--- src/hdl/firmware_image_receiver_crc_check_unit_assert.svh ---
// Assertion helpers shared by the receiver modules.
// Each macro expects a clock named clk and an active-low reset named arst_n.
`ifndef FIRMWARE_IMAGE_RECEIVER_CRC_CHECK_UNIT_ASSERT_SVH
`define FIRMWARE_IMAGE_RECEIVER_CRC_CHECK_UNIT_ASSERT_SVH

// The condition holds at every clock edge outside reset.
`define FWRX_ASSERT_ALWAYS(lbl, cond, msg) \
	lbl: assert property (@(posedge clk) disable iff (!arst_n) (cond)) else $error(msg);

// The consequent holds in the same cycle as the antecedent.
`define FWRX_ASSERT_IMPLY(lbl, ante, cons, msg) \
	lbl: assert property (@(posedge clk) disable iff (!arst_n) (ante) |-> (cons)) \
		else $error(msg);

// The consequent holds in the cycle after the antecedent.
`define FWRX_ASSERT_NEXT(lbl, ante, cons, msg) \
	lbl: assert property (@(posedge clk) disable iff (!arst_n) (ante) |=> (cons)) \
		else $error(msg);

`endif

--- src/hdl/fwrx_pkg.sv ---
package fwrx_pkg;

	// Image store size in bytes and the widths that follow from it.
	localparam int BUF_BYTES = 262144;
	localparam int CNT_W = $clog2(BUF_BYTES + 1);
	localparam int OFS_W = 18;

	localparam int CAP_W = 25;
	localparam logic [CAP_W-1:0] CAP_RESET = CAP_W'(262144);

	localparam int CHUNK_BYTES = 8;
	localparam int CHUNK_W = CHUNK_BYTES * 8;
	localparam int NB_W = $clog2(CHUNK_BYTES + 1);
	localparam int BIDX_W = $clog2(CHUNK_BYTES);

	localparam logic [31:0] CRC_POLY = 32'hEDB88320;
	localparam logic [31:0] CRC_ONES = 32'hFFFFFFFF;

	localparam int QUEUE_DEPTH = 4;
	localparam int QPTR_W = $clog2(QUEUE_DEPTH);
	localparam int QCNT_W = $clog2(QUEUE_DEPTH + 1);

	localparam int RES_MAX = 4;
	localparam int RES_IDX_W = $clog2(RES_MAX);
	localparam int RES_N_W = $clog2(RES_MAX + 1);

	localparam int IN_TDATA_W = 136;
	localparam int OUT_TDATA_W = 88;

	// Flash step outcome codes.
	localparam logic [2:0] FO_OK = 3'd0;
	localparam logic [2:0] FO_SIZE = 3'd1;
	localparam logic [2:0] FO_UNLOCK = 3'd2;
	localparam logic [2:0] FO_ERASE = 3'd3;
	localparam logic [2:0] FO_PROGRAM = 3'd4;
	localparam logic [2:0] FO_VERIFY = 3'd5;

	typedef enum logic [1:0] {
		OP_INIT  = 2'd0,
		OP_META  = 2'd1,
		OP_CHUNK = 2'd2,
		OP_FLASH = 2'd3
	} op_t;

	typedef enum logic [2:0] {
		K_WRITE      = 3'd0,
		K_ACK        = 3'd1,
		K_STAT_FLASH = 3'd2,
		K_STAT_FAULT = 3'd3,
		K_REPORT     = 3'd4,
		K_RESET      = 3'd5
	} kind_t;

	typedef enum logic [2:0] {
		F_NONE    = 3'd0,
		F_SIZE    = 3'd1,
		F_CRC     = 3'd2,
		F_UNLOCK  = 3'd3,
		F_ERASE   = 3'd4,
		F_PROGRAM = 3'd5,
		F_VERIFY  = 3'd6
	} fault_t;

	// What a flash step result asks of the session.
	typedef enum logic [1:0] {
		FA_IGNORE = 2'd0,
		FA_DONE   = 2'd1,
		FA_ABORT  = 2'd2,
		FA_STICK  = 2'd3
	} flash_act_t;

	typedef struct packed {
		op_t                op;
		logic [31:0]        exp_crc;
		logic               size_bad;
		logic [CNT_W-1:0]   size;
		logic [CHUNK_W-1:0] chunk;
		flash_act_t         fact;
		fault_t             ffault;
	} entry_t;

	typedef struct packed {
		kind_t              kind;
		fault_t             fault;
		logic [OFS_W-1:0]   ofs;
		logic [CHUNK_W-1:0] data;
		logic               last;
	} result_t;

	// One byte folded into a reflected CRC-32.
	function automatic logic [31:0] crc_byte(input logic [31:0] crc, input logic [7:0] b);
		logic [31:0] c;
		c = crc ^ {24'd0, b};
		for (int j = 0; j < 8; j++) begin
			c = c[0] ? ((c >> 1) ^ CRC_POLY) : (c >> 1);
		end
		return c;
	endfunction

endpackage

--- src/hdl/fwrx_front.sv ---
module fwrx_front (
	input  logic                              s_tvalid,
	output logic                              s_tready,
	input  logic [fwrx_pkg::IN_TDATA_W-1:0]   s_tdata,
	input  logic [1:0]                        s_tuser,
	input  logic                              full,
	output logic                              push,
	output fwrx_pkg::entry_t                  entry
);

	logic [31:0] image_size;
	logic [2:0]  outcome;

	assign s_tready = !full;
	assign push = s_tvalid && !full;

	assign image_size = s_tdata[63:32];
	assign outcome = s_tdata[130:128];

	always_comb begin
		entry.op = fwrx_pkg::op_t'(s_tuser);
		entry.exp_crc = s_tdata[31:0];
		entry.size_bad = (image_size == 32'd0) || (image_size > 32'(fwrx_pkg::BUF_BYTES));
		entry.size = image_size[fwrx_pkg::CNT_W-1:0];
		entry.chunk = s_tdata[127:64];
		case (outcome)
			fwrx_pkg::FO_OK: begin
				entry.fact = fwrx_pkg::FA_DONE;
				entry.ffault = fwrx_pkg::F_NONE;
			end
			fwrx_pkg::FO_SIZE: begin
				entry.fact = fwrx_pkg::FA_ABORT;
				entry.ffault = fwrx_pkg::F_SIZE;
			end
			fwrx_pkg::FO_UNLOCK: begin
				entry.fact = fwrx_pkg::FA_ABORT;
				entry.ffault = fwrx_pkg::F_UNLOCK;
			end
			fwrx_pkg::FO_ERASE: begin
				entry.fact = fwrx_pkg::FA_STICK;
				entry.ffault = fwrx_pkg::F_ERASE;
			end
			fwrx_pkg::FO_PROGRAM: begin
				entry.fact = fwrx_pkg::FA_STICK;
				entry.ffault = fwrx_pkg::F_PROGRAM;
			end
			fwrx_pkg::FO_VERIFY: begin
				entry.fact = fwrx_pkg::FA_STICK;
				entry.ffault = fwrx_pkg::F_VERIFY;
			end
			default: begin
				entry.fact = fwrx_pkg::FA_IGNORE;
				entry.ffault = fwrx_pkg::F_NONE;
			end
		endcase
	end

endmodule

--- src/hdl/fwrx_queue.sv ---
`include "firmware_image_receiver_crc_check_unit_assert.svh"

module fwrx_queue (
	input  logic             clk,
	input  logic             arst_n,
	input  logic             push,
	input  fwrx_pkg::entry_t push_entry,
	input  logic             pop,
	output fwrx_pkg::entry_t head,
	output logic             full,
	output logic             empty
);

	fwrx_pkg::entry_t              slot_q [fwrx_pkg::QUEUE_DEPTH];
	logic [fwrx_pkg::QPTR_W-1:0]   wr_q;
	logic [fwrx_pkg::QPTR_W-1:0]   rd_q;
	logic [fwrx_pkg::QCNT_W-1:0]   cnt_q;

	assign full = (cnt_q == fwrx_pkg::QCNT_W'(fwrx_pkg::QUEUE_DEPTH));
	assign empty = (cnt_q == '0);
	assign head = slot_q[rd_q];

	always_ff @(posedge clk) begin
		if (push) begin
			slot_q[wr_q] <= push_entry;
		end
	end

	always_ff @(posedge clk or negedge arst_n) begin
		if (!arst_n) begin
			wr_q <= '0;
			rd_q <= '0;
			cnt_q <= '0;
		end else begin
			if (push) begin
				wr_q <= (wr_q == fwrx_pkg::QPTR_W'(fwrx_pkg::QUEUE_DEPTH - 1)) ? '0 : wr_q + 1'b1;
			end
			if (pop) begin
				rd_q <= (rd_q == fwrx_pkg::QPTR_W'(fwrx_pkg::QUEUE_DEPTH - 1)) ? '0 : rd_q + 1'b1;
			end
			if (push && !pop) begin
				cnt_q <= cnt_q + 1'b1;
			end else if (pop && !push) begin
				cnt_q <= cnt_q - 1'b1;
			end
		end
	end

	`FWRX_ASSERT_ALWAYS(a_cnt_bound, cnt_q <= fwrx_pkg::QCNT_W'(fwrx_pkg::QUEUE_DEPTH), "queue count overflow")
	`FWRX_ASSERT_IMPLY(a_no_push_full, full, !push, "request written into a full queue")
	`FWRX_ASSERT_IMPLY(a_no_pop_empty, empty, !pop, "request taken from an empty queue")

endmodule

--- src/hdl/fwrx_back.sv ---
`include "firmware_image_receiver_crc_check_unit_assert.svh"

module fwrx_back (
	input  logic                          clk,
	input  logic                          arst_n,
	input  fwrx_pkg::entry_t              head,
	input  logic                          empty,
	output logic                          pop,
	input  logic [fwrx_pkg::CAP_W-1:0]    capacity,
	output logic                          out_valid,
	input  logic                          out_ready,
	output fwrx_pkg::result_t             out_res
);

	typedef enum logic [1:0] {
		SQ_IDLE = 2'd0,
		SQ_CRC  = 2'd1,
		SQ_EMIT = 2'd2
	} seq_t;

	typedef enum logic [1:0] {
		PH_IDLE  = 2'd0,
		PH_RECV  = 2'd1,
		PH_FLASH = 2'd2,
		PH_FAULT = 2'd3
	} phase_t;

	seq_t                              seq_q, seq_d;
	phase_t                            phase_q, phase_d;
	logic                              meta_q, meta_d;
	logic [fwrx_pkg::CNT_W-1:0]        bytes_q, bytes_d;
	logic [fwrx_pkg::CNT_W-1:0]        size_q, size_d;
	logic [31:0]                       tcrc_q, tcrc_d;
	logic [31:0]                       crc_q, crc_d;
	logic [fwrx_pkg::BIDX_W-1:0]       byte_idx_q;
	logic [fwrx_pkg::NB_W-1:0]         nbytes_q;
	logic [fwrx_pkg::CHUNK_W-1:0]      chunk_q;
	logic [fwrx_pkg::OFS_W-1:0]        ofs_q;
	fwrx_pkg::kind_t                   res_kind_q [fwrx_pkg::RES_MAX];
	fwrx_pkg::fault_t                  res_fault_q [fwrx_pkg::RES_MAX];
	logic [fwrx_pkg::RES_N_W-1:0]      res_n_q;
	logic [fwrx_pkg::RES_IDX_W-1:0]    res_i_q;
	logic                              out_valid_q;
	fwrx_pkg::result_t                 out_res_q;

	fwrx_pkg::kind_t                   res_kind_d [fwrx_pkg::RES_MAX];
	fwrx_pkg::fault_t                  res_fault_d [fwrx_pkg::RES_MAX];
	logic [fwrx_pkg::RES_N_W-1:0]      res_n_d;
	logic                              res_ld;
	logic                              clr;
	logic                              chunk_ld;
	logic [fwrx_pkg::CNT_W-1:0]        rem;
	logic [fwrx_pkg::NB_W-1:0]         cnt;
	logic [fwrx_pkg::CHUNK_W-1:0]      masked;
	logic [31:0]                       crc_next;
	logic                              fin;
	logic [fwrx_pkg::CNT_W-1:0]        bytes_new;
	logic                              over_cap;
	logic                              res_last;
	logic                              out_free;

	assign pop = (seq_q == SQ_IDLE) && !empty;
	assign out_valid = out_valid_q;
	assign out_res = out_res_q;

	assign rem = size_q - bytes_q;
	assign cnt = (rem < fwrx_pkg::CNT_W'(fwrx_pkg::CHUNK_BYTES)) ?
		rem[fwrx_pkg::NB_W-1:0] : fwrx_pkg::NB_W'(fwrx_pkg::CHUNK_BYTES);

	// Bytes beyond the announced size are dropped from the write and the CRC.
	always_comb begin
		for (int i = 0; i < fwrx_pkg::CHUNK_BYTES; i++) begin
			masked[i*8 +: 8] = (fwrx_pkg::NB_W'(i) < cnt) ? head.chunk[i*8 +: 8] : 8'd0;
		end
	end

	assign crc_next = fwrx_pkg::crc_byte(crc_q, chunk_q[{byte_idx_q, 3'b000} +: 8]);
	assign fin = (seq_q == SQ_CRC) && ({1'b0, byte_idx_q} == nbytes_q - 1'b1);
	assign bytes_new = bytes_q + fwrx_pkg::CNT_W'(nbytes_q);
	assign over_cap = fwrx_pkg::CAP_W'(size_q) > capacity;
	assign res_last = ({1'b0, res_i_q} == res_n_q - 1'b1);
	assign out_free = !out_valid_q || out_ready;

	always_comb begin
		seq_d = seq_q;
		phase_d = phase_q;
		meta_d = meta_q;
		bytes_d = bytes_q;
		size_d = size_q;
		tcrc_d = tcrc_q;
		crc_d = crc_q;
		res_ld = 1'b0;
		res_n_d = '0;
		clr = 1'b0;
		chunk_ld = 1'b0;
		for (int k = 0; k < fwrx_pkg::RES_MAX; k++) begin
			res_kind_d[k] = fwrx_pkg::K_ACK;
			res_fault_d[k] = fwrx_pkg::F_NONE;
		end
		case (seq_q)
			SQ_IDLE: begin
				if (pop) begin
					case (head.op)
						fwrx_pkg::OP_INIT: begin
							if (phase_q == PH_IDLE) begin
								phase_d = PH_RECV;
								meta_d = 1'b0;
								bytes_d = '0;
								size_d = '0;
								tcrc_d = '0;
								crc_d = fwrx_pkg::CRC_ONES;
								res_ld = 1'b1;
								res_n_d = fwrx_pkg::RES_N_W'(1);
							end
						end
						fwrx_pkg::OP_META: begin
							if (phase_q == PH_RECV && !meta_q) begin
								if (head.size_bad) begin
									res_kind_d[0] = fwrx_pkg::K_REPORT;
									res_fault_d[0] = fwrx_pkg::F_SIZE;
									res_kind_d[1] = fwrx_pkg::K_RESET;
									res_n_d = fwrx_pkg::RES_N_W'(2);
									res_ld = 1'b1;
									clr = 1'b1;
								end else begin
									tcrc_d = head.exp_crc;
									size_d = head.size;
									meta_d = 1'b1;
								end
							end
						end
						fwrx_pkg::OP_CHUNK: begin
							if (phase_q == PH_RECV && meta_q && bytes_q < size_q) begin
								chunk_ld = 1'b1;
								seq_d = SQ_CRC;
							end
						end
						fwrx_pkg::OP_FLASH: begin
							if (phase_q == PH_FLASH) begin
								case (head.fact)
									fwrx_pkg::FA_DONE: begin
										res_kind_d[0] = fwrx_pkg::K_RESET;
										res_n_d = fwrx_pkg::RES_N_W'(1);
										res_ld = 1'b1;
										clr = 1'b1;
									end
									fwrx_pkg::FA_ABORT: begin
										res_kind_d[0] = fwrx_pkg::K_REPORT;
										res_fault_d[0] = head.ffault;
										res_kind_d[1] = fwrx_pkg::K_RESET;
										res_n_d = fwrx_pkg::RES_N_W'(2);
										res_ld = 1'b1;
										clr = 1'b1;
									end
									fwrx_pkg::FA_STICK: begin
										// The fault phase ignores everything, so this report is the only one.
										res_kind_d[0] = fwrx_pkg::K_REPORT;
										res_fault_d[0] = head.ffault;
										res_n_d = fwrx_pkg::RES_N_W'(1);
										res_ld = 1'b1;
										phase_d = PH_FAULT;
									end
									default: begin
									end
								endcase
							end
						end
						default: begin
						end
					endcase
					if (res_ld) begin
						seq_d = SQ_EMIT;
					end
				end
			end
			SQ_CRC: begin
				crc_d = crc_next;
				if (fin) begin
					bytes_d = bytes_new;
					res_kind_d[0] = fwrx_pkg::K_WRITE;
					res_n_d = fwrx_pkg::RES_N_W'(1);
					res_ld = 1'b1;
					seq_d = SQ_EMIT;
					// Last byte of the image: validate straight away.
					if (bytes_new == size_q) begin
						if ((crc_next ^ fwrx_pkg::CRC_ONES) != tcrc_q) begin
							res_kind_d[1] = fwrx_pkg::K_STAT_FAULT;
							res_fault_d[1] = fwrx_pkg::F_CRC;
							res_kind_d[2] = fwrx_pkg::K_REPORT;
							res_fault_d[2] = fwrx_pkg::F_CRC;
							res_kind_d[3] = fwrx_pkg::K_RESET;
							res_n_d = fwrx_pkg::RES_N_W'(4);
							clr = 1'b1;
						end else begin
							res_kind_d[1] = fwrx_pkg::K_STAT_FLASH;
							res_n_d = fwrx_pkg::RES_N_W'(2);
							phase_d = PH_FLASH;
							if (over_cap) begin
								res_kind_d[2] = fwrx_pkg::K_REPORT;
								res_fault_d[2] = fwrx_pkg::F_SIZE;
								res_kind_d[3] = fwrx_pkg::K_RESET;
								res_n_d = fwrx_pkg::RES_N_W'(4);
								clr = 1'b1;
							end
						end
					end
				end
			end
			SQ_EMIT: begin
				if (out_free && res_last) begin
					seq_d = SQ_IDLE;
				end
			end
			default: begin
				seq_d = SQ_IDLE;
			end
		endcase
		if (clr) begin
			phase_d = PH_IDLE;
			meta_d = 1'b0;
			bytes_d = '0;
			size_d = '0;
			tcrc_d = '0;
			crc_d = fwrx_pkg::CRC_ONES;
		end
	end

	always_ff @(posedge clk or negedge arst_n) begin
		if (!arst_n) begin
			seq_q <= SQ_IDLE;
			phase_q <= PH_IDLE;
			meta_q <= 1'b0;
			bytes_q <= '0;
			size_q <= '0;
			tcrc_q <= '0;
			crc_q <= fwrx_pkg::CRC_ONES;
			byte_idx_q <= '0;
			nbytes_q <= '0;
			res_n_q <= '0;
			res_i_q <= '0;
			out_valid_q <= 1'b0;
		end else begin
			seq_q <= seq_d;
			phase_q <= phase_d;
			meta_q <= meta_d;
			bytes_q <= bytes_d;
			size_q <= size_d;
			tcrc_q <= tcrc_d;
			crc_q <= crc_d;
			if (chunk_ld) begin
				nbytes_q <= cnt;
				byte_idx_q <= '0;
			end else if (seq_q == SQ_CRC) begin
				byte_idx_q <= byte_idx_q + 1'b1;
			end
			if (res_ld) begin
				res_n_q <= res_n_d;
				res_i_q <= '0;
			end else if (seq_q == SQ_EMIT && out_free) begin
				res_i_q <= res_i_q + 1'b1;
			end
			if (seq_q == SQ_EMIT && out_free) begin
				out_valid_q <= 1'b1;
			end else if (out_ready) begin
				out_valid_q <= 1'b0;
			end
		end
	end

	always_ff @(posedge clk) begin
		if (chunk_ld) begin
			chunk_q <= masked;
			ofs_q <= bytes_q[fwrx_pkg::OFS_W-1:0];
		end
		if (res_ld) begin
			for (int k = 0; k < fwrx_pkg::RES_MAX; k++) begin
				res_kind_q[k] <= res_kind_d[k];
				res_fault_q[k] <= res_fault_d[k];
			end
		end
		if (seq_q == SQ_EMIT && out_free) begin
			out_res_q.kind <= res_kind_q[res_i_q];
			out_res_q.fault <= res_fault_q[res_i_q];
			out_res_q.last <= res_last;
			if (res_kind_q[res_i_q] == fwrx_pkg::K_WRITE) begin
				out_res_q.ofs <= ofs_q;
				out_res_q.data <= chunk_q;
			end else begin
				out_res_q.ofs <= '0;
				out_res_q.data <= '0;
			end
		end
	end

	`FWRX_ASSERT_IMPLY(a_emit_list, seq_q == SQ_EMIT, res_n_q != '0 && {1'b0, res_i_q} < res_n_q, "result index outside the pending list")
	`FWRX_ASSERT_IMPLY(a_crc_range, seq_q == SQ_CRC, {1'b0, byte_idx_q} < nbytes_q && nbytes_q <= fwrx_pkg::NB_W'(fwrx_pkg::CHUNK_BYTES), "CRC byte walk out of range")
	`FWRX_ASSERT_IMPLY(a_bytes_bound, meta_q, bytes_q <= size_q, "received more bytes than announced")
	`FWRX_ASSERT_NEXT(a_fault_sticky, phase_q == PH_FAULT, phase_q == PH_FAULT, "fault phase left without reset")

endmodule

--- src/hdl/firmware_image_receiver_crc_check_unit.sv ---
// Firmware image receiver with CRC-32 check.
// Requests enter on the s_* channel (tuser holds the operation) and are held in a
// four-entry queue, so the sender is only stalled when the queue is full. The back
// end takes one request at a time and drives the m_* channel through an output
// register; m_tlast marks the final result of a request.
// The back end takes a request from the queue, then for a chunk walks its valid
// bytes one at a time through the byte-wide CRC unit, then sends its results in order.
// A chunk that does not end the image carries one result; other requests carry up
// to 2 results, and the last chunk of an image carries up to 4 results. When the
// back end is waiting, an accepted request passes through the queue, the sequencer
// and, for a chunk, the CRC byte walk before the output register raises m_tvalid.
// cfg_* writes the flash capacity register and is always ready. The user must write
// it only while no request is in progress; the block itself does not enforce this.
// arst_n clears the queue, the output register and the session, and restores the
// capacity to its default. If m_tready stays low the output register holds its
// result, the back end waits, and the queue fills until s_tready drops.
module firmware_image_receiver_crc_check_unit (
	input  logic                                  clk,
	input  logic                                  arst_n,
	input  logic                                  s_tvalid,
	output logic                                  s_tready,
	// expected_crc[31:0], image_size[63:32], chunk_data[127:64], flash_outcome[130:128]
	input  logic [fwrx_pkg::IN_TDATA_W-1:0]       s_tdata,
	// operation[1:0]
	input  logic [1:0]                            s_tuser,
	output logic                                  m_tvalid,
	input  logic                                  m_tready,
	// fault_code[2:0], write_offset[20:3], write_data[84:21]
	output logic [fwrx_pkg::OUT_TDATA_W-1:0]      m_tdata,
	// kind[2:0]
	output logic [2:0]                            m_tuser,
	output logic                                  m_tlast,
	input  logic                                  cfg_valid,
	output logic                                  cfg_ready,
	input  logic [fwrx_pkg::CAP_W-1:0]            cfg_data
);

	fwrx_pkg::entry_t             push_entry;
	fwrx_pkg::entry_t             head;
	fwrx_pkg::result_t            res;
	logic                         push;
	logic                         pop;
	logic                         full;
	logic                         empty;
	logic [fwrx_pkg::CAP_W-1:0]   cap_q;

	assign cfg_ready = 1'b1;

	always_ff @(posedge clk or negedge arst_n) begin
		if (!arst_n) begin
			cap_q <= fwrx_pkg::CAP_RESET;
		end else if (cfg_valid) begin
			cap_q <= cfg_data;
		end
	end

	fwrx_front u_front (
		.s_tvalid (s_tvalid),
		.s_tready (s_tready),
		.s_tdata  (s_tdata),
		.s_tuser  (s_tuser),
		.full     (full),
		.push     (push),
		.entry    (push_entry)
	);

	fwrx_queue u_queue (
		.clk        (clk),
		.arst_n     (arst_n),
		.push       (push),
		.push_entry (push_entry),
		.pop        (pop),
		.head       (head),
		.full       (full),
		.empty      (empty)
	);

	fwrx_back u_back (
		.clk       (clk),
		.arst_n    (arst_n),
		.head      (head),
		.empty     (empty),
		.pop       (pop),
		.capacity  (cap_q),
		.out_valid (m_tvalid),
		.out_ready (m_tready),
		.out_res   (res)
	);

	assign m_tdata = {3'b000, res.data, res.ofs, res.fault};
	assign m_tuser = res.kind;
	assign m_tlast = res.last;

endmodule

--- config.mk ---
export PLATFORM = sky130hd
export DESIGN_NAME = firmware_image_receiver_crc_check_unit
export DESIGN_NICKNAME = d
export VERILOG_FILES = /design/src/hdl/fwrx_pkg.sv /design/src/hdl/fwrx_front.sv /design/src/hdl/fwrx_queue.sv /design/src/hdl/fwrx_back.sv /design/src/hdl/firmware_image_receiver_crc_check_unit.sv
export VERILOG_INCLUDE_DIRS = /design/src /design/src/hdl
export SDC_FILE = /design/constraint.sdc
export NUM_CORES = 1
export LEC_CHECK = 0
export ABC_AREA = 0
export ABC_CLOCK_PERIOD_IN_PS = 17300
export CORE_ASPECT_RATIO = 1.5
export CORE_MARGIN = 2
export CORE_UTILIZATION = 35
export DETAILED_ROUTE_END_ITERATION = 7
export DONT_BUFFER_PORTS = 1
export PLACE_DENSITY_LB_ADDON = 0.12
export SLEW_MARGIN = 30
export SYNTH_ARGS = -nofsm -noshare
export SYNTH_HDL_FRONTEND = slang
export SYNTH_SLANG_ARGS = --single-unit
export TNS_END_PERCENT = 100
--- constraint.sdc ---
create_clock -name clk -period 17.3 [get_ports clk]
set_clock_uncertainty 0.2 [all_clocks]
set_input_delay 2.595 -clock clk [delete_from_list [all_inputs] [get_ports clk]]
set_output_delay 2.595 -clock clk [all_outputs]
set_load 0.02 [all_outputs]
Yosys cells after proc, flatten, opt, wreduce, memory -nomap -nowiden --
Memory sizes are Yosys's and may differ from the RTL's. A register that Yosys moved wholly into a read port is not among the register bits. Index checks and enable logic that the tools add are counted.
Word-level totals: bits in writable memories 516, output and inout port bits 95, register bits after elaboration 320, memories 3, word-level logic and storage cells 281, input port bits 168
Operators by class: shift-type cells 1, $lt $le $gt $ge 12, $add $sub $neg 10, equality and inequality tests 40, reductions and logical operators 42, multiplexer cells 134, bitwise gates (word level) 10
Memory list:
- u_queue.slot_q | words 4, width 123, rd ports 1, clocked after memory_dff 0, wr ports 1, line fwrx_queue.sv:14 | fwrx_pkg::entry_t slot_q [fwrx_pkg::QUEUE_DEPTH];
- u_back.res_fault_q | words 4, width 3, rd ports 1, clocked after memory_dff 1, wr ports 4, line fwrx_back.sv:40 | fwrx_pkg::fault_t res_fault_q [fwrx_pkg::RES_MAX];
- u_back.res_kind_q | words 4, width 3, rd ports 1, clocked after memory_dff 0, wr ports 4, line fwrx_back.sv:39 | fwrx_pkg::kind_t res_kind_q [fwrx_pkg::RES_MAX];
Operators with widths (count):
- two-way mux 32 bit | 18
- two-way mux 19 bit | 10
- one-hot mux 32 bit (2 select lines) | 2
- inverter 13 -> 14 bit | 8
- one-hot mux 19 bit (2 select lines) | 2
- indexed part select 64 x 7 -> 8 bit | 1
- two-way mux 3 bit | 18
- two-way mux 6 bit | 9
- two-way mux 2 bit | 20
- two-way mux 1 bit | 35
- > comparator 32 x 19 -> 1 bit, second input constant | 1
- logical NOT 32 bit | 1
- != test 32 bit | 1
- inverter 32 bit | 1
- bitwise XOR 32 x 8 -> 32 bit | 1
- one-hot mux 5 bit (6 select lines) | 1
- > comparator 19 x 25 -> 1 bit | 1
- one-hot mux 6 bit (2 select lines) | 2
- adder 19 x 4 -> 19 bit | 1
- == test 19 bit | 1
- < comparator 19 bit | 1
- < comparator 19 x 4 -> 1 bit, second input constant | 1
- subtractor 19 bit | 1
- one-hot mux 3 bit (2 select lines) | 3
- other kinds (42) | 109

Longest topological paths before layout --
depth in word-level cells 26, depth in mapped cells 18, depth with buffers taken out 16

Hierarchy --
Synthesis repeated with hierarchy kept, for this count alone.
Unflattened totals: cell total of the unflattened synthesis 2269, area total of the unflattened synthesis 37021.8 um^2
By module, submodules not included:
- fwrx_queue | seq. area each 14949.3 um^2, cells each 680, instances 1, area an instance 18136.1 um^2
- fwrx_back | seq. area each 8538.2 um^2, cells each 1387, instances 1, area an instance 16757.3 um^2
- firmware_image_receiver_crc_check_unit | seq. area each 626.9 um^2, cells each 59, instances 1, area an instance 1072.3 um^2
- fwrx_front | seq. area each 0.0 um^2, cells each 143, instances 1, area an instance 1056.0 um^2

Least setup slack after synthesis --
OpenSTA, ideal clock, no wires.
kind input-to-reg, start point input port m_tready, end point register u_back.res_i_q[1] (netlist bit), data required time 16910 ps, path buffers 0, stages on the path 4, arrival 9961 ps, path slack 6949 ps, setup time 190 ps, path through nand2b_1 -> nor3b_1 -> mux2i_1 -> nor2_1
Between the ends: longest elaborated chain between the ends 3
Ends and longest elaborated chain:
- from (decl) | line firmware_image_receiver_crc_check_unit.sv:27 | input logic m_tready,
- logical OR 1 bit | line fwrx_back.sv:82 | assign out_free = !out_valid_q || out_ready;
- logical AND 1 bit | line fwrx_back.sv:259 | end else if (seq_q == SQ_EMIT && out_free) begin
- nonzero test 2 bit (no source line)
- to (signal assigned) | line fwrx_back.sv:260 | res_i_q <= res_i_q + 1'b1;
- to (decl) | line fwrx_back.sv:42 | logic [fwrx_pkg::RES_IDX_W-1:0] res_i_q;
Every way passes these cells. A chain may end at the register's enable or synchronous reset.

Final worst setup path --
start point register u_back.byte_idx_q[0] (netlist bit), end point register u_back.tcrc_q[18]
Between the ends: longest elaborated chain between the ends 23, elaborated cells on any way between the ends 34, classes of those cells 5 x eq/ne; 1 x shift; 13 x mux; 10 x bitwise; 5 x reduce/logical
Ends and longest elaborated chain:
- from (decl) | line fwrx_back.sv:35 | logic [fwrx_pkg::BIDX_W-1:0] byte_idx_q;
- from (signal assigned) | line fwrx_back.sv:254 | byte_idx_q <= byte_idx_q + 1'b1;
- indexed part select 64 x 7 -> 8 bit | line fwrx_back.sv:77 | assign crc_next = fwrx_pkg::crc_byte(crc_q, chunk_q[{byte_idx_q, 3'b000} +: 8]);
- bitwise XOR 32 x 8 -> 32 bit | line fwrx_pkg.sv:93 | c = crc ^ {24'd0, b};
- two-way mux 32 bit | line fwrx_pkg.sv:95 | c = c[0] ? ((c >> 1) ^ CRC_POLY) : (c >> 1);
- two-way mux 32 bit or inverter 13 -> 14 bit (tied branches)
- inverter 13 -> 14 bit (no source line) or two-way mux 32 bit (tied branches)
- two-way mux 32 bit or inverter 13 -> 14 bit (tied branches)
- inverter 13 -> 14 bit (no source line) or two-way mux 32 bit (tied branches)
- two-way mux 32 bit | line fwrx_pkg.sv:95
- [... 7 more ...]
- inverter 32 bit (no source line)
- != test 32 bit | line fwrx_back.sv:186 | if ((crc_next ^ fwrx_pkg::CRC_ONES) != tcrc_q) begin
- two-way mux 1 bit | line fwrx_back.sv:186
- two-way mux 1 bit | line fwrx_back.sv:185 | if (bytes_new == size_q) begin
- two-way mux 1 bit * | line fwrx_back.sv:178 | if (fin) begin
- one-hot mux 1 bit (2 select lines) * | line fwrx_back.sv:100 | case (seq_q)
- != test 3 x 1 -> 1 bit (no source line), or another cell as far along
- AND reduction 6 bit (no source line)
- to (signal assigned) | line fwrx_back.sv:248 | tcrc_q <= tcrc_d;
- to (decl) | line fwrx_back.sv:33 | logic [31:0] tcrc_q, tcrc_d;
Every way passes the cells marked *; elsewhere a longest branch is shown, timed or not.

==> flow_summary.yaml <==
status:
  outcome: "finished clean"
synthesis:
  synth_area_per_cell_um2: 16.3
  synth_top_area_cell: "edfxtp_1"
  synth_cells: 2188
  ys_top_cells_by_area: "edfxtp_1 (57%), dfrtp_1 (8.4%), mux4_2 (7.8%)"
  synth-async-reset-ratio_pct: 18.4
  syn_area_mm2: 0.0356
  yosysTopAreaCellShare_pct: 56.9
  synth-seq-cells: 827
  synthTopCellsByCount: "edfxtp_1 (675), mux4_2 (123), dfrtp_1 (119)"
  ys_seq_area_share_pct: 67.7
  synth.most_common_cell: "edfxtp_1"
  yosysWarningCount: 0
  synth_edf_count: 675
  synth_cell_types: 83
  ys.flop_type: "edfxtp_1"
sta:
  fin_tns_setup_ns: 0
  setup_violations: 0
  min_period_ns: 6.37
  slew_headroom_pct: 40.5
  rsz0062_at_grt: "no"
  holdWs_ns: 0.295
  hold_violations: 0
  report.final.slew_viol_count: 0
  min_period_over_period_pct: 36.8
  worst_slew_pin_slew_ns: 0.889
  fmax_mhz: 157
cts:
  post_cts_buffers: 0
  clk_pin_slew_ns: 0.06
  clock_tree.buffer_depth: 3
  ctsResizeCount: 0
  cts_sinks: 827
  cts_inserted_buffers: 83
  clock_latency_ns: 0.67
  cts_tree: "built"
  cts_root_buffer: "clkbuf_16"
  postCtsHoldBufs: 0
  htree_num_levels: 3
critical_path:
  required_ns: 17.68
  crit_fanout: 35
  crit_type: "reg2reg"
  cpPeakStageDelay_ns: 0.67
  critPathSlowestCell: "a21oi_4"
  r2r_start: "u_back.byte_idx_q[0]"
  crit_chain: "buf_4 -> mux2i_1 -> a22oi_1 -> nand2_1 -> xor2_2 -> xnor2_2 -> xnor2_1 -> xor3_1 -> nor4_1 -> nand4_1 -> or4_4 -> a21oi_4 -> buf_4 -> a32o_1"
  crit_arrival_ns: 6.76
  worstSetupEndpointType: "register"
  crit_top_cell: "buf_4"
  r2r_setup_slack_ns: 10.93
  critPathLaunchType: "register"
  rr_worst_depth: 14
  worstReg2RegEnd: "u_back.tcrc_q[18]"
place:
  place.gp.congestion: 0.882
  dpl-instance-area_mm2: 0.0371
  place_hpwl_um: 59000
  io_buffers: 0
  dp.cells: 3421
drt:
  drt-total-wl_um: 90300
  route.detailed.drc: 0
  first_iter_violations: 1068
  first_pass_iters: 5
  vias: 18600
  vias_per_cell: 5.21
  antenna_left: 0
  wl_per_cell_um: 25.2
cells_and_area:
  design_area_mm2: 0.0398
  stdcell_count: 3576
  drive_gt1_share_pct: 16.8
  seqCellArea_mm2: 0.0241
  layout.nets: 2434
  fill_cells: 9284
  area_delta_synth_final_pct: 11.7
  multi_input_area_mm2: 0.0107
job:
  max_cap_viol_count: 0
floorplan:
  start_util_pct: 35.2
  io_pins: 263
  dieArea_mm2: 0.104
  chipHeight_um: 395
  fp.coreArea_mm2: 0.101
  rows: 143
  die_width_um: 264
pwr:
  p_total_uw: 4870
  seq_power_share_pct: 54.7
  p_comb_share_pct: 9.5
  p_leak_uw: 0.0135
  power_density_mw_per_mm2: 122
  p_int_uw: 3620
  vdd_drop_max_mv: 0.0823
  switching_share_pct: 25.6
  switchingPower_uw: 1240
  power_frac_clock_pct: 35.8
worst_hold_path:
  min_path_type: "reg2reg"
  min_path_cells: 1
  hold_end: "u_back.res_n_q[1]"
  min_from: "u_back.res_n_q[1]"
global_routing:
  grt_pass1_wl_um: 134000
  grt_pass1_vias: 20000
  grt_usage_pct: 17.4
  grt_max_degree: 153
  grt_remaining_overflow: 0
  antenna_found_initial: 2
==> flip-flops by register name, indices dropped and copies added (netlist names), 19 cells and up <==
signal          count
u_back.size_q      19
u_back.chunk_q     64
u_back.crc_q       32
u_queue.slot_q    492
cap_q              25
u_back.bytes_q     19
u_back.tcrc_q      32
u_back.out_res     89
==> cell families (layout without fill, tap and decap cells) <==
| family | count (synthesis) | after routing | share of synthesized area [%] |
|---|---|---|---|
| adders and majority gates | 63 | 63 | 2.28 |
| and+or+nand+nor | 401 | 401 | 5.99 |
| other | 2 | 5 | 0.0211 |
| xor gates and xnor gates | 165 | 165 | 5.11 |
| AOI/OAI and AO/OA | 351 | 351 | 7.06 |
| DFF | 827 | 827 | 67.7 |
| muxes | 179 | 179 | 9.40 |
| buffers and inverters | 200 | 280 | 2.39 |
==> final cells by class <==
class                           count  area share [%]
Tap cell                         1305            4.11
Sequential cell                   827            60.7
Multi-Input combinational cell   1163            27.0
Antenna cell                        1         0.00629
Timing Repair Buffer               35           0.784
Clock buffer                      106            5.65
Inverter                           93           0.878
Clock inverter                     46           0.947
==> stage by stage <==
| step | util [%] | setup slack [ns] |
|---|---|---|
| after floorplan | - | 6.95 |
| after global placement | 36.7 | 10.81 |
| after detailed placement | 36.7 | 10.76 |
| after CTS | 39.3 | 10.71 |
| after global routing | 39.3 | 10.53 |
| final | 39.3 | 10.93 |
==> cells in the final DEF (no fill, tap or decap), types with 10 or more instances in the layout <==
cell,instances
clkbuf_16,84
a21o_1,10
buf_4,31
clkinv_1,12
clkinv_2,15
nand2_1,71
mux2i_1,45
a22oi_1,11
a21oi_1,57
nand4_1,21
xor2_1,48
a21boi_0,42
nor2_1,77
nand3_1,22
o22ai_1,16
ha_1,60
and2_1,90
inv_1,93
nor3_1,30
a31oi_1,35
mux2_2,11
nor4_1,11
nor2b_1,17
a32o_1,51
edfxtp_1,675
o21ai_0,54
dfrtp_1,116
clkbuf_1,16
mux4_2,123
xnor2_1,86
dfstp_2,33
==> power by group through the flow <==
stage                     Combinational (uW)  Clock, uW  Sequential, uW
after CTS                                485       1810            2670
final                                    462       1750            2660
after global routing                     514       1880            2690
after floorplan                          303          0            2690
after global placement                   481          0            2690
after detailed placement                 480          0            2710
==> worst max-delay path by stage <==
stage | cells past startpoint | startpoint | to
after detailed placement | 15 | u_back.byte_idx_q[0] | u_back.tcrc_q[22]
after floorplan | 4 | m_tready | u_back.res_i_q[1]
after global routing | 13 | u_back.byte_idx_q[1] | u_back.tcrc_q[29]
after global placement | 15 | u_back.byte_idx_q[0] | u_back.tcrc_q[15]
final | 14 | u_back.byte_idx_q[0] | u_back.tcrc_q[18]
after CTS | 15 | u_back.byte_idx_q[0] | u_back.tcrc_q[22]
==> worst max-delay path, delay by kind of cell (launching register included) <==
kind | cells | cell delay [ns]
multiplexers | 1 | 0.29
buffers and inverters | 2 | 1.04
AND/OR/NAND/NOR | 4 | 1.53
AO/OA/AOI/OAI | 3 | 1.31
flip-flops | 1 | 0.33
XOR/XNOR | 4 | 1.51
==> per-layer routing <==
layer / vias to the layer above / wire (um) / global-route usage, %
met4: 0 / 1660 / 4.82
met2: 454 / 47000 / 30.7
met1: 9627 / 36100 / 21.1
li1: 8458 / - / -
met3: 104 / 5570 / 4.44
met5: - / 0 / 0
(Power assumes the default switching activity.)
